$ cat src/rtl/bblt_pkg.sv
// Package for the byte-budget LRU table: request codes, widths, queue entry type.
// No dependencies.
`timescale 1ns / 1ps
`default_nettype none
package bblt_pkg;
  localparam int ENTRIES_DEF = 16;
  localparam int ID_W = 64;
  localparam int BYTES_W = 32;
  localparam int TOTAL_W = 36;
  localparam int MAX_EVICT = 15;

  localparam logic [1:0] REQ_REFRESH = 2'd0;
  localparam logic [1:0] REQ_DELETE  = 2'd1;
  localparam logic [1:0] REQ_LOOKUP  = 2'd2;
  localparam logic [1:0] REQ_INVALID = 2'd3;

  localparam logic KIND_EVICT = 1'b0;
  localparam logic KIND_FINAL = 1'b1;

  typedef struct packed {
    logic [1:0]         req_type;
    logic [ID_W-1:0]    entry_id;
    logic [BYTES_W-1:0] entry_bytes;
    logic               bypass;
  } cmd_t;
endpackage
`default_nettype wire

$ cat src/rtl/bblt_front.sv
// Front end: accepts requests, classifies disabled/unknown ones, and queues them.
// Depends on bblt_pkg.
`timescale 1ns / 1ps
`default_nettype none
module bblt_front (
  input  wire                   clk,
  input  wire                   rst_n,
  input  wire                   in_valid,
  output logic                  in_stall,
  input  wire [1:0]             in_req_type,
  input  wire [63:0]            in_entry_id,
  input  wire [31:0]            in_entry_bytes,
  input  wire [35:0]            byte_budget,
  output logic                  q_valid,
  output bblt_pkg::cmd_t        q_cmd,
  input  wire                   q_pop
);
  import bblt_pkg::*;
  // two-entry queue
  cmd_t       mem_r [2];
  logic       wp_r, rp_r;
  logic [1:0] cnt_r;
  logic       push;
  cmd_t       cin;

  assign in_stall = (cnt_r == 2'd2);
  assign push = in_valid && !in_stall;
  assign q_valid = (cnt_r != 2'd0);
  assign q_cmd = mem_r[rp_r];

  always_comb begin
    cin.req_type = in_req_type;
    cin.entry_id = in_entry_id;
    cin.entry_bytes = in_entry_bytes;
    cin.bypass = (byte_budget == '0) || (in_req_type == REQ_INVALID);
  end

  always_ff @(posedge clk) begin
    if (push) mem_r[wp_r] <= cin;
    if (!rst_n) begin
      wp_r <= 1'b0;
      rp_r <= 1'b0;
      cnt_r <= 2'd0;
    end else begin
      if (push) wp_r <= ~wp_r;
      if (q_pop && q_valid) rp_r <= ~rp_r;
      cnt_r <= cnt_r + {1'b0, push} - {1'b0, q_pop && q_valid};
    end
  end

  a_cnt: assert property (@(posedge clk) disable iff (!rst_n) cnt_r <= 2'd2)
    else $error("queue overflow");
  a_stall: assert property (@(posedge clk) disable iff (!rst_n)
    (cnt_r == 2'd2) |-> in_stall) else $error("no stall at full");
  a_pop: assert property (@(posedge clk) disable iff (!rst_n)
    q_pop |-> q_valid) else $error("pop from empty queue");
endmodule
`default_nettype wire

$ cat src/rtl/bblt_back.sv
// Back end: searches the table, updates LRU ranks, evicts one per cycle unless stalled.
// Depends on bblt_pkg.
`timescale 1ns / 1ps
`default_nettype none
module bblt_back #(
  parameter int ENTRIES = bblt_pkg::ENTRIES_DEF
) (
  input  wire                 clk,
  input  wire                 rst_n,
  input  wire                 q_valid,
  input  bblt_pkg::cmd_t      q_cmd,
  output logic                q_pop,
  input  wire [35:0]          byte_budget,
  output logic                out_valid,
  input  wire                 out_stall,
  output logic                out_result_kind,
  output logic [63:0]         out_evicted_id,
  output logic                out_hit,
  output logic [35:0]         out_total_bytes,
  output logic                out_last
);
  import bblt_pkg::*;
  localparam int IW = $clog2(ENTRIES);
  localparam int CW = $clog2(ENTRIES + 1);
  localparam int SW = TOTAL_W + IW + 1;

  localparam logic [2:0] ST_IDLE   = 3'd0;
  localparam logic [2:0] ST_APPLY  = 3'd1;
  localparam logic [2:0] ST_EVICT  = 3'd2;
  localparam logic [2:0] ST_FINAL  = 3'd3;
  localparam logic [2:0] ST_FULLEV = 3'd4;

  logic [2:0]         state_r;
  cmd_t               cmd_r;
  logic               valid_r [ENTRIES];
  logic [ID_W-1:0]    id_r    [ENTRIES];
  logic [BYTES_W-1:0] bytes_r [ENTRIES];
  logic [IW-1:0]      rank_r  [ENTRIES];
  logic [SW-1:0]      total_r;
  logic [CW-1:0]      count_r;
  logic               hit_r;
  logic [3:0]         nev_r;

  // output register
  logic               ov_r, okind_r, ohit_r, olast_r;
  logic [ID_W-1:0]    oid_r;
  logic [TOTAL_W-1:0] otot_r;

  assign out_valid = ov_r;
  assign out_result_kind = okind_r;
  assign out_evicted_id = oid_r;
  assign out_hit = ohit_r;
  assign out_total_bytes = otot_r;
  assign out_last = olast_r;

  logic ofree;
  assign ofree = !ov_r || !out_stall;

  // match, oldest and free-slot search
  logic          m_hit, o_any, f_any;
  logic [IW-1:0] m_idx, o_idx, f_idx;
  always_comb begin
    m_hit = 1'b0; m_idx = '0; o_any = 1'b0; o_idx = '0; f_any = 1'b0; f_idx = '0;
    for (int i = ENTRIES - 1; i >= 0; i--) begin
      if (valid_r[i] && id_r[i] == cmd_r.entry_id) begin m_hit = 1'b1; m_idx = IW'(i); end
      if (valid_r[i] && rank_r[i] == '0) begin o_any = 1'b1; o_idx = IW'(i); end
      if (!valid_r[i]) begin f_any = 1'b1; f_idx = IW'(i); end
    end
  end

  logic [TOTAL_W-1:0] rep_total;
  assign rep_total = (total_r > SW'({TOTAL_W{1'b1}})) ? {TOTAL_W{1'b1}}
                                                     : total_r[TOTAL_W-1:0];
  logic over;
  assign over = total_r > SW'(byte_budget);

  // output register loads: full-table eviction, budget eviction, final result
  logic evict_go, full_ins, o_load;
  assign evict_go = over && count_r > CW'(1) && nev_r < 4'(MAX_EVICT) && o_any;
  assign full_ins = (cmd_r.req_type == REQ_REFRESH) && !m_hit && (count_r >= CW'(ENTRIES));
  assign o_load = ofree && (((state_r == ST_APPLY) && full_ins) ||
                            ((state_r == ST_EVICT) && evict_go) ||
                            (state_r == ST_FINAL));

  assign q_pop = (state_r == ST_IDLE) && q_valid;

  always_ff @(posedge clk) begin
    if (!rst_n) begin
      state_r <= ST_IDLE;
      ov_r <= 1'b0;
      total_r <= '0;
      count_r <= '0;
      for (int i = 0; i < ENTRIES; i++) valid_r[i] <= 1'b0;
    end else begin
      if (o_load) ov_r <= 1'b1;
      else if (ov_r && !out_stall) ov_r <= 1'b0;
      unique case (state_r)
        ST_IDLE: if (q_valid) begin
          cmd_r <= q_cmd;
          nev_r <= '0;
          state_r <= q_cmd.bypass ? ST_FINAL : ST_APPLY;
          hit_r <= 1'b0;
        end
        ST_APPLY: begin
          hit_r <= m_hit;
          if (cmd_r.req_type == REQ_REFRESH) begin
            if (m_hit) begin
              for (int j = 0; j < ENTRIES; j++)
                if (valid_r[j] && rank_r[j] > rank_r[m_idx]) rank_r[j] <= rank_r[j] - 1'b1;
              rank_r[m_idx] <= IW'(count_r - 1'b1);
              bytes_r[m_idx] <= cmd_r.entry_bytes;
              total_r <= total_r - SW'(bytes_r[m_idx]) + SW'(cmd_r.entry_bytes);
              state_r <= ST_EVICT;
            end else if (count_r >= CW'(ENTRIES)) begin
              if (ofree) begin
                okind_r <= KIND_EVICT; oid_r <= id_r[o_idx];
                ohit_r <= 1'b0; otot_r <= '0; olast_r <= 1'b0;
                valid_r[o_idx] <= 1'b0;
                for (int j = 0; j < ENTRIES; j++)
                  if (valid_r[j]) rank_r[j] <= rank_r[j] - 1'b1;
                total_r <= total_r - SW'(bytes_r[o_idx]);
                count_r <= count_r - 1'b1;
                nev_r <= 4'd1;
                state_r <= ST_FULLEV;
              end
            end else begin
              valid_r[f_idx] <= 1'b1;
              id_r[f_idx] <= cmd_r.entry_id;
              bytes_r[f_idx] <= cmd_r.entry_bytes;
              rank_r[f_idx] <= IW'(count_r);
              count_r <= count_r + 1'b1;
              total_r <= total_r + SW'(cmd_r.entry_bytes);
              state_r <= ST_EVICT;
            end
          end else begin
            if (cmd_r.req_type == REQ_DELETE && m_hit) begin
              valid_r[m_idx] <= 1'b0;
              for (int j = 0; j < ENTRIES; j++)
                if (valid_r[j] && rank_r[j] > rank_r[m_idx]) rank_r[j] <= rank_r[j] - 1'b1;
              total_r <= total_r - SW'(bytes_r[m_idx]);
              count_r <= count_r - 1'b1;
            end
            state_r <= ST_FINAL;
          end
        end
        ST_FULLEV: begin
          // slot freed by the eviction; insert the new id
          valid_r[f_idx] <= 1'b1;
          id_r[f_idx] <= cmd_r.entry_id;
          bytes_r[f_idx] <= cmd_r.entry_bytes;
          rank_r[f_idx] <= IW'(count_r);
          count_r <= count_r + 1'b1;
          total_r <= total_r + SW'(cmd_r.entry_bytes);
          state_r <= ST_EVICT;
        end
        ST_EVICT: begin
          if (evict_go) begin
            if (ofree) begin
              okind_r <= KIND_EVICT; oid_r <= id_r[o_idx];
              ohit_r <= 1'b0; otot_r <= '0; olast_r <= 1'b0;
              valid_r[o_idx] <= 1'b0;
              for (int j = 0; j < ENTRIES; j++)
                if (valid_r[j]) rank_r[j] <= rank_r[j] - 1'b1;
              total_r <= total_r - SW'(bytes_r[o_idx]);
              count_r <= count_r - 1'b1;
              nev_r <= nev_r + 1'b1;
            end
          end else state_r <= ST_FINAL;
        end
        ST_FINAL: if (ofree) begin
          okind_r <= KIND_FINAL; oid_r <= '0;
          ohit_r <= hit_r; otot_r <= rep_total; olast_r <= 1'b1;
          state_r <= ST_IDLE;
        end
        default: state_r <= ST_IDLE;
      endcase
    end
  end

  a_cnt: assert property (@(posedge clk) disable iff (!rst_n)
    count_r <= CW'(ENTRIES)) else $error("count above capacity");
  a_hold: assert property (@(posedge clk) disable iff (!rst_n)
    (ov_r && out_stall) |=> (ov_r && $stable(oid_r) && $stable(olast_r)))
    else $error("result lost under stall");
  a_nev: assert property (@(posedge clk) disable iff (!rst_n)
    nev_r <= 4'(MAX_EVICT)) else $error("too many evictions");
  a_emp: assert property (@(posedge clk) disable iff (!rst_n)
    (count_r == '0) |-> (total_r == '0)) else $error("total without entries");
endmodule
`default_nettype wire

$ cat src/rtl/byte_budget_lru_table_unit.sv
// Top level of the byte-budget LRU table: APB register, front queue, back engine.
// Depends on bblt_pkg, bblt_front, bblt_back.
//
// Usage: requests enter on the in_ channel (valid/stall), results leave on the
// out_ channel. Each refresh may give eviction transfers (kind 0), and every
// request ends with one final transfer (kind 1, last high) carrying hit and total.
// A refresh passes the apply, evict and final states, a delete or lookup passes
// apply and final, a bypassed request (zero budget or unknown type) goes straight
// to final; evictions (up to 15) and a full-table insert add steps of their own.
// The single back-end sequencer takes a new request only once the last has sent
// its final transfer, and sends evictions one per cycle unless the output stalls.
// A two-entry queue lets the front keep taking requests while the back works.
// When the receiver stalls, the output register holds and the back end waits.
// Reset (rst_n low, synchronous) empties the table, zeroes the total and the
// budget; a budget of zero gives only final transfers with hit 0.
// APB register 0 (byte_budget, 36 bits) lies at address 0; pready is always high.
`timescale 1ns / 1ps
`default_nettype none
module byte_budget_lru_table_unit #(
  parameter int ENTRIES = bblt_pkg::ENTRIES_DEF
) (
  input  wire         clk,
  input  wire         rst_n,
  input  wire         in_valid,
  output logic        in_stall,
  input  wire [1:0]   in_req_type,
  input  wire [63:0]  in_entry_id,
  input  wire [31:0]  in_entry_bytes,
  output logic        out_valid,
  input  wire         out_stall,
  output logic        out_result_kind,
  output logic [63:0] out_evicted_id,
  output logic        out_hit,
  output logic [35:0] out_total_bytes,
  output logic        out_last,
  input  wire         psel,
  input  wire         penable,
  input  wire         pwrite,
  input  wire         paddr,
  input  wire [63:0]  pwdata,
  output logic [63:0] prdata,
  output logic        pready
);
  import bblt_pkg::*;
  logic [TOTAL_W-1:0] budget_r;
  logic q_valid, q_pop;
  cmd_t q_cmd;

  assign pready = 1'b1;
  assign prdata = (paddr == 1'b0) ? {28'd0, budget_r} : 64'd0;

  always_ff @(posedge clk) begin
    if (!rst_n) budget_r <= '0;
    else if (psel && penable && pwrite && paddr == 1'b0) budget_r <= pwdata[TOTAL_W-1:0];
  end

  bblt_front u_front (
    .clk, .rst_n, .in_valid, .in_stall, .in_req_type, .in_entry_id, .in_entry_bytes,
    .byte_budget(budget_r), .q_valid, .q_cmd, .q_pop
  );

  bblt_back #(.ENTRIES(ENTRIES)) u_back (
    .clk, .rst_n, .q_valid, .q_cmd, .q_pop, .byte_budget(budget_r),
    .out_valid, .out_stall, .out_result_kind, .out_evicted_id, .out_hit,
    .out_total_bytes, .out_last
  );
endmodule
`default_nettype wire

$ cat config.mk
export PLATFORM = sky130hd
export DESIGN_NAME = byte_budget_lru_table_unit
export DESIGN_NICKNAME = d
export VERILOG_FILES = /design/src/rtl/bblt_pkg.sv /design/src/rtl/bblt_front.sv /design/src/rtl/bblt_back.sv /design/src/rtl/byte_budget_lru_table_unit.sv
export SDC_FILE = /design/constraint.sdc
export NUM_CORES = 2
export LEC_CHECK = 0
export BUFFER_PORTS_ARGS = -buffer_cell sky130_fd_sc_hd__buf_2
export CORE_MARGIN = 1
export CORE_UTILIZATION = 45
export DETAILED_ROUTE_END_ITERATION = 10
export PLACE_DENSITY_LB_ADDON = 0.2
export SLEW_MARGIN = 15
export SYNTH_ARGS = -nofsm -noshare
export SYNTH_HDL_FRONTEND = slang
export SYNTH_SLANG_ARGS = --single-unit
$ cat constraint.sdc
create_clock -name clk -period 17.3 [get_ports clk]
set_input_delay 0.865 -clock clk [delete_from_list [all_inputs] [get_ports clk]]
set_output_delay 0.865 -clock clk [all_outputs]
set_load 0.005 [all_outputs]
Word level (Yosys, flattened, before mapping)
Memory sizes are Yosys's and may differ from the RTL's. A register that Yosys moved wholly into a read port is not among the register bits.
Cells that the tools add are included.
{"block": "totals", "register_bits": 296, "ramBits": 1814, "out_inout_bits": 170, "n_memories": 5}
{"block": "classes", "add_sub_neg": 25, "magnitude_cmp": 21, "eq_ne": 35, "n_mux": 622, "n_bitwise": 56, "n_reduce_logical": 109}
{"name": "u_back.id_r", "depth": 16, "word_bits": 64, "rd": 17, "rd_ports_with_merged_regs": 0, "write_ports": 1, "line": "bblt_back.sv:36", "rtl": "logic [ID_W-1:0] id_r [ENTRIES];"}
{"name": "u_back.bytes_r", "depth": 16, "word_bits": 32, "rd": 2, "rd_ports_with_merged_regs": 0, "write_ports": 1, "line": "bblt_back.sv:37", "rtl": "logic [BYTES_W-1:0] bytes_r [ENTRIES];"}
{"name": "u_front.mem_r", "depth": 2, "word_bits": 99, "rd": 1, "rd_ports_with_merged_regs": 1, "write_ports": 1, "line": "bblt_front.sv:20", "rtl": "cmd_t mem_r [2];"}
{"name": "u_back.rank_r", "depth": 16, "word_bits": 4, "rd": 17, "rd_ports_with_merged_regs": 0, "write_ports": 17, "line": "bblt_back.sv:38", "rtl": "logic [IW-1:0] rank_r [ENTRIES];"}
{"name": "u_back.valid_r", "depth": 16, "word_bits": 1, "rd": 16, "rd_ports_with_merged_regs": 0, "write_ports": 16, "line": "bblt_back.sv:35", "rtl": "logic valid_r [ENTRIES];"}
{"operator": "equality test 64 bit", "n": 16}
{"operator": "two-way mux 1 bit", "n": 465}
{"operator": "two-way mux 64 bit", "n": 7}
{"operator": "two-way mux 4 bit", "n": 110}
{"operator": "two-way mux 36 bit", "n": 8}
{"operator": "two-way mux 41 bit", "n": 6}
{"operator": "case mux 64 bit (3 select lines)", "n": 1}
{"operator": "case mux 41 bit (3 select lines)", "n": 1}
{"operator": "case mux 36 bit (3 select lines)", "n": 1}
{"operator": "adder 41 x 32 -> 41 bit", "n": 2}
{"operator": "subtractor 41 x 32 -> 41 bit", "n": 2}
{"operator": "greater-than comparator 4 bit", "n": 16}
{"operator": "logical AND 1 bit", "n": 64}
{"operator": "zero test 4 bit", "n": 16}
{"operator": "two-way mux 32 bit", "n": 2}
{"operator": "subtractor 4 x 1 -> 4 bit (second input constant)", "n": 16}
{"operator": "bitwise OR 1 bit", "n": 53}
{"operator": "greater-than comparator 41 x 36 -> 1 bit", "n": 1}
{"operator": "greater-than comparator 41 x 36 -> 1 bit (second input constant)", "n": 1}
{"operator": "zero test 36 bit", "n": 1}
{"operator": "OR reduction 32 bit", "n": 1}
{"operator": "two-way mux 5 bit", "n": 6}
{"operator": "two-way mux 3 bit", "n": 7}
{"operator": "case mux 3 bit (5 select lines)", "n": 1}
{"operator": "36 further kinds", "n": 64}

Logic depth before layout (Yosys ltp)
An unclocked memory read counts as a cell.
{"block": "depth", "ltp_word": 32, "mapped_depth": 43, "depth_no_buf": 37}

Modules after synthesis
A second synthesis with hierarchy kept.
{"block": "unflattened", "cells_unflattened": 9602, "area_unflattened_um2": 113984.3}
{"mod": "bblt_back", "instances": 1, "cells_per_inst": 9025, "area_per_inst_um2": 104550.3, "seq_area_each_um2": 55553.3}
{"mod": "bblt_front", "instances": 1, "cells_per_inst": 350, "area_per_inst_um2": 7493.4, "seq_area_each_um2": 6045.8}
{"mod": "byte_budget_lru_table_unit", "instances": 1, "cells_per_inst": 227, "area_per_inst_um2": 1940.6, "seq_area_each_um2": 720.7}

Worst setup path after synthesis
OpenSTA, ideal clock, no wires.
{"block": "synth_path", "path_kind": "reg2reg", "start": "register u_back.cmd_r[95] in the netlist's numbering", "end": "register u_back.total_r[39]", "setup_time_ns": 0.119, "t_arrival_ns": 8.447, "required_time_ns": 17.181, "slack_ns": 8.735, "stages_incl_launch_ff": 39, "path_cell_list": "edfxtp_1 > buf_2 > buf_2 > xnor2_1 > nand4_1 > nor3_1 > nand4_1 > nor4_2 > and3b_1 > o221a_2 > o31ai_4 > inv_2 > buf_2 > clkbuf_1 > a211oi_1 > a31oi_1 > a211oi_1 > a21oi_1 > (+3 left out) > o2111ai_1 > a32oi_1 > nand3_1 > and2_1 > xnor2_1 > ha_1 > nand2_1 > or4b_2 > a211o_1 > nand3_1 > a31o_2 > a41o_1 > o221ai_1 > nor4bb_1 > mux2_2 > nand2_1 > a21oi_1 > o221a_2"}
{"block": "synth_via", "elab_chain_len": 24, "elab_cells_between_ends": 74, "classes_between": "2 x add/sub; 17 x eq/ne; 36 x mux; 18 x reduce/logical; 1 x memory"}
{"element": "start, declared", "line": "bblt_back.sv:34", "rtl": "cmd_t cmd_r;"}
{"element": "start signal, assigned", "line": "bblt_back.sv:99", "rtl": "cmd_r <= q_cmd;"}
{"element": "equality test 64 bit", "line": "bblt_back.sv:65", "rtl": "if (valid_r[i] && id_r[i] == cmd_r.entry_id) begin m_hit = 1'b1; m_idx = IW'(i); end"}
{"element": "logical AND 1 bit", "line": "bblt_back.sv:65"}
{"element": "two-way mux 4 bit (16 in a row)", "line": "bblt_back.sv:65"}
{"element": "memory (16 x 32 bit)"}
{"element": "subtractor 41 x 32 -> 41 bit", "line": "bblt_back.sv:112, bblt_back.sv:140"}
{"element": "adder 41 x 32 -> 41 bit", "line": "bblt_back.sv:112", "rtl": "total_r <= total_r - SW'(bytes_r[m_idx]) + SW'(cmd_r.entry_bytes);"}
{"element": "two-way mux 41 bit", "line": "bblt_back.sv:107", "rtl": "if (m_hit) begin"}
{"element": "two-way mux 41 bit", "line": "bblt_back.sv:106", "rtl": "if (cmd_r.req_type == REQ_REFRESH) begin"}
{"element": "case mux 41 bit (3 select lines)", "line": "bblt_back.sv:97", "rtl": "unique case (state_r)"}
{"element": "end signal, assigned", "line": "bblt_back.sv:112"}
{"element": "end signal, assigned", "line": "bblt_back.sv:121", "rtl": "total_r <= total_r - SW'(bytes_r[o_idx]);"}
{"element": "end signal, assigned", "line": "bblt_back.sv:132", "rtl": "total_r <= total_r + SW'(cmd_r.entry_bytes);"}
{"element": "end, declared", "line": "bblt_back.sv:39", "rtl": "logic [SW-1:0] total_r;"}
Several ways; a longest one is shown, not always the timed one. The select of a mux whose other input is x is not followed.
A chain may end at the register's enable or synchronous reset.

Worst setup path after layout
{"block": "layout_path", "start": "register u_back.cmd_r[92] in the netlist's numbering", "end": "register u_back.total_r[40]"}
Same word-level chain as after synthesis.

==> summary.md <==
| Metric | Value |
|---|---|
| RSZ-0062 raised after global routing | `no` |
| Final setup margin | `3.915 ns` |
| Syn. warnings | `0` |
| Post-CTS setup buffers | `0` |
| CTS clk-pin slew, worst paths | `0.06 ns` |
| Most frequent cells after synthesis | `edfxtp_1, nand2_1, xnor2_1, clkbuf_1, nor2_1` |
| Starting Density | `45.30%` |
| Die height | `502.5 um` |
| Net count, final | `10,391` |
| Post-synth EDFFs | `2,004` |
| Drc violations | `0` |
| Max cap viols | `0` |
| Nature of the critical path startpoint | `flip-flop` |
| Final Core Density | `50.53%` |
| Pwr/cell area | `118.0 nW/um^2` |
| Later-pin clock latency in the skew report | `0.93 ns` |
| Grt total ovfl | `0` |
| Final Max Tran Viols | `0` |
| Initial antenna violation count | `46` |
| Minimum clock period | `13.39 ns` |
| Final TNS setup | `0 ns` |
| Max VDD drop | `0.1044 mV` |
| Worst hold path class | `primary input to flip-flop` |
| Placed cell area | `118,300 sq um` |
| Top cell type's share of synthesized area | `53.38%` |
| Worst Max-Slew Pin Slew | `1.407 ns` |
| Max Root-Sink Buffers | `3` |
| Overall Global Routing Usage | `36.96%` |
| Min-Delay Startpoint | `in_entry_id[25]` |
| Fin crit share | `77.37%` |
| Leak Pwr | `44.30 nW` |
| Total CTS buffers | `226` |
| H-tree Lvls | `4` |
| Endpoints failing hold | `0` |
| Fill cells | `21,991` |
| DIE AREA | `252,500 sq um` |
| Netlist Area Pre-Place | `112,700 sq um` |
| Worst path required time | `18.03 ns` |
| RR Startpoint | `u_back.cmd_r[92]` |
| FP Rows | `183` |
| Port Buf Inserts | `282` |
| Share of cells above drive strength 1 | `13.75%` |
| DRT iter0 DRCs | `12,468` |
| Setup CP Type | `flip-flop to flip-flop` |
| Syn Area/Cell | `11.53 sq um` |
| Maximum clock frequency | `74.71 MHz` |
| Yosys top cell by area | `edfxtp_1` |
| CP peak stage delay | `1.10 ns` |
| # setup viols final | `0` |
| CP Capture Type | `flip-flop` |
| Status | `complete, no violations` |
| Synth unique cells | `92` |
| Final instance area | `125,800 sq um` |
| Routed vias/inst | `6.490` |
| Slowest cell on crit path | `edfxtp_1` |
| Worst path bufs/invs | `4` |
| Via count of the first global-routing pass | `82,178` |
| PostCTS Resize Cnt | `0` |
| Final antenna-violating net count | `0` |
| Fraction of registers with async set/reset | `0%` |
| Mapped Cells | `9,776` |
| Synth Register Bits | `2,111` |
| Post-Place Worst Slack | `4.407 ns` |
| Most frequent cell after synthesis | `edfxtp_1` |
| Sequential share of the synthesized area | `55.28%` |
| DR WL/cell | `35.39 um` |
| Top delay family on crit path | `compound AO/OA/AOI/OAI gates` |
| First-pass GRT wire length | `651,400 um` |
| Post-DP HPWL | `335,000 um` |
| Overall power | `14.84 mW` |
| Rel. slew slack | `5.792%` |
| CTS Hold Bufs | `0` |
| RePlAce Congestion | `1.028` |
| Die width | `502.5 um` |
| Area Growth Syn to Fin | `11.56%` |
| CTS sink cnt | `2,111` |
| Worst setup startpoint | `u_back.cmd_r[92]` |
| Top_reg_cell synth | `edfxtp_1` |
| Clk root buf | `clkbuf_16` |
| First-pass detailed-route iteration total | `8` |
| Largest net degree at the start of global routing | `152` |
| CTS tree | `built` |
| Arr. time, crit path | `14.12 ns` |
| I/O pins | `340` |
| Ranking of synthesized cells by area | `edfxtp_1, nand2_1, xnor2_1` |
| Setup Skew | `0.08647 ns` |
| CP Max Fanout | `116` |
| DRT Wirelength | `477,300 um` |
| Core Box Area | `248,900 sq um` |
| Via Count | `87,547` |
==> cell families after synthesis <==
logic type               count (synthesis)  share of synthesized area [%]
AND/OR/NAND/NOR                       3092                          12.79
adder cells (fa/ha/maj)                273                          3.056
XOR/XNOR                               930                          7.225
buffers and inverters                  898                          3.360
other                                    2                       0.006661
flip-flops                            2111                          55.28
multiplexers                           573                          6.765
AO/OA/AOI/OAI                         1897                          11.52
==> cell usage in the layout (no fill, tap or decap), types with 83 or more instances in the layout <==
master / synthesis / final
a311oi_1: 178 / 172
a21oi_1: 340 / 338
clkbuf_16: 0 / 227
nand3_1: 318 / 317
nor3_1: 87 / 83
dfxtp_1: 107 / 105
mux2i_1: 213 / 213
buf_4: 49 / 274
mux4_2: 128 / 128
ha_1: 269 / 269
mux2_2: 232 / 232
o211ai_1: 160 / 160
buf_2: 145 / 282
xor2_1: 324 / 322
nand2b_1: 174 / 174
o21ai_1: 105 / 106
nor4_1: 151 / 144
nand4_1: 169 / 169
nor2_1: 391 / 365
a31oi_1: 124 / 122
xnor2_1: 606 / 605
nand2_1: 1449 / 1446
edfxtp_1: 2004 / 2004
a21o_1: 112 / 112
and3_1: 139 / 138
o21ai_0: 287 / 286
inv_1: 233 / 228
==> power by group <==
group	switching (mW)	total, mW	internal, mW
Combinational	2.49	3.66	1.17
Sequential	0.272	6.28	6.01
Clock	2.17	4.90	2.73
==> registers in the layout, indices dropped and copies added (netlist names), 16 cells and up, named ones only <==
signal	cells
u_back.valid_r	16
u_back.bytes_r	512
u_front.mem_r	198
u_back.id_r	1024
budget_r	36
u_back.total_r	41
u_back.cmd_r	98
u_back.out_evicted_id	64
u_back.rank_r	64
u_back.out_total_bytes	36
==> routing by layer <==
metal  vias to the layer above  track usage, %  wire (um)
li1                      36919               -          -
met5                         -               0        199
met1                     44172           48.18     183100
met4                        28           21.51      31430
met2                      5392           56.46     212500
met3                      1036           8.404      50130
==> cell type report <==
cell class,instances,area [sq um],share of cell area [%]
multi-input combinational,6794,47240,37.56
sequential,2111,62320,49.55
timing repair buffer,567,3680,2.926
antenna,20,50.05,0.03979
clock buffer,289,6043,4.805
clock inverter,130,1336,1.062
tap,3330,4167,3.313
inverter,248,930.9,0.7401
==> stage by stage <==
stage	instances	hold WS, ns
floorplan	9803	0.4490
global placement	13049	0.4340
detailed placement	13049	0.4452
CTS	13468	0.06425
global route	13474	0.1037
finish	13489	0.1205
==> worst paths after layout <==
check / end / slack, ns / cells past startpoint
max: u_back.total_r[40] / 3.91 / 36
min: u_front.mem_r[0][58] / 0.12 / 1
max reg2reg: u_back.total_r[40] / 3.91 / 36
min reg2reg: u_back.id_r[4][16] / 0.46 / 0
(Power assumes the default switching activity.)
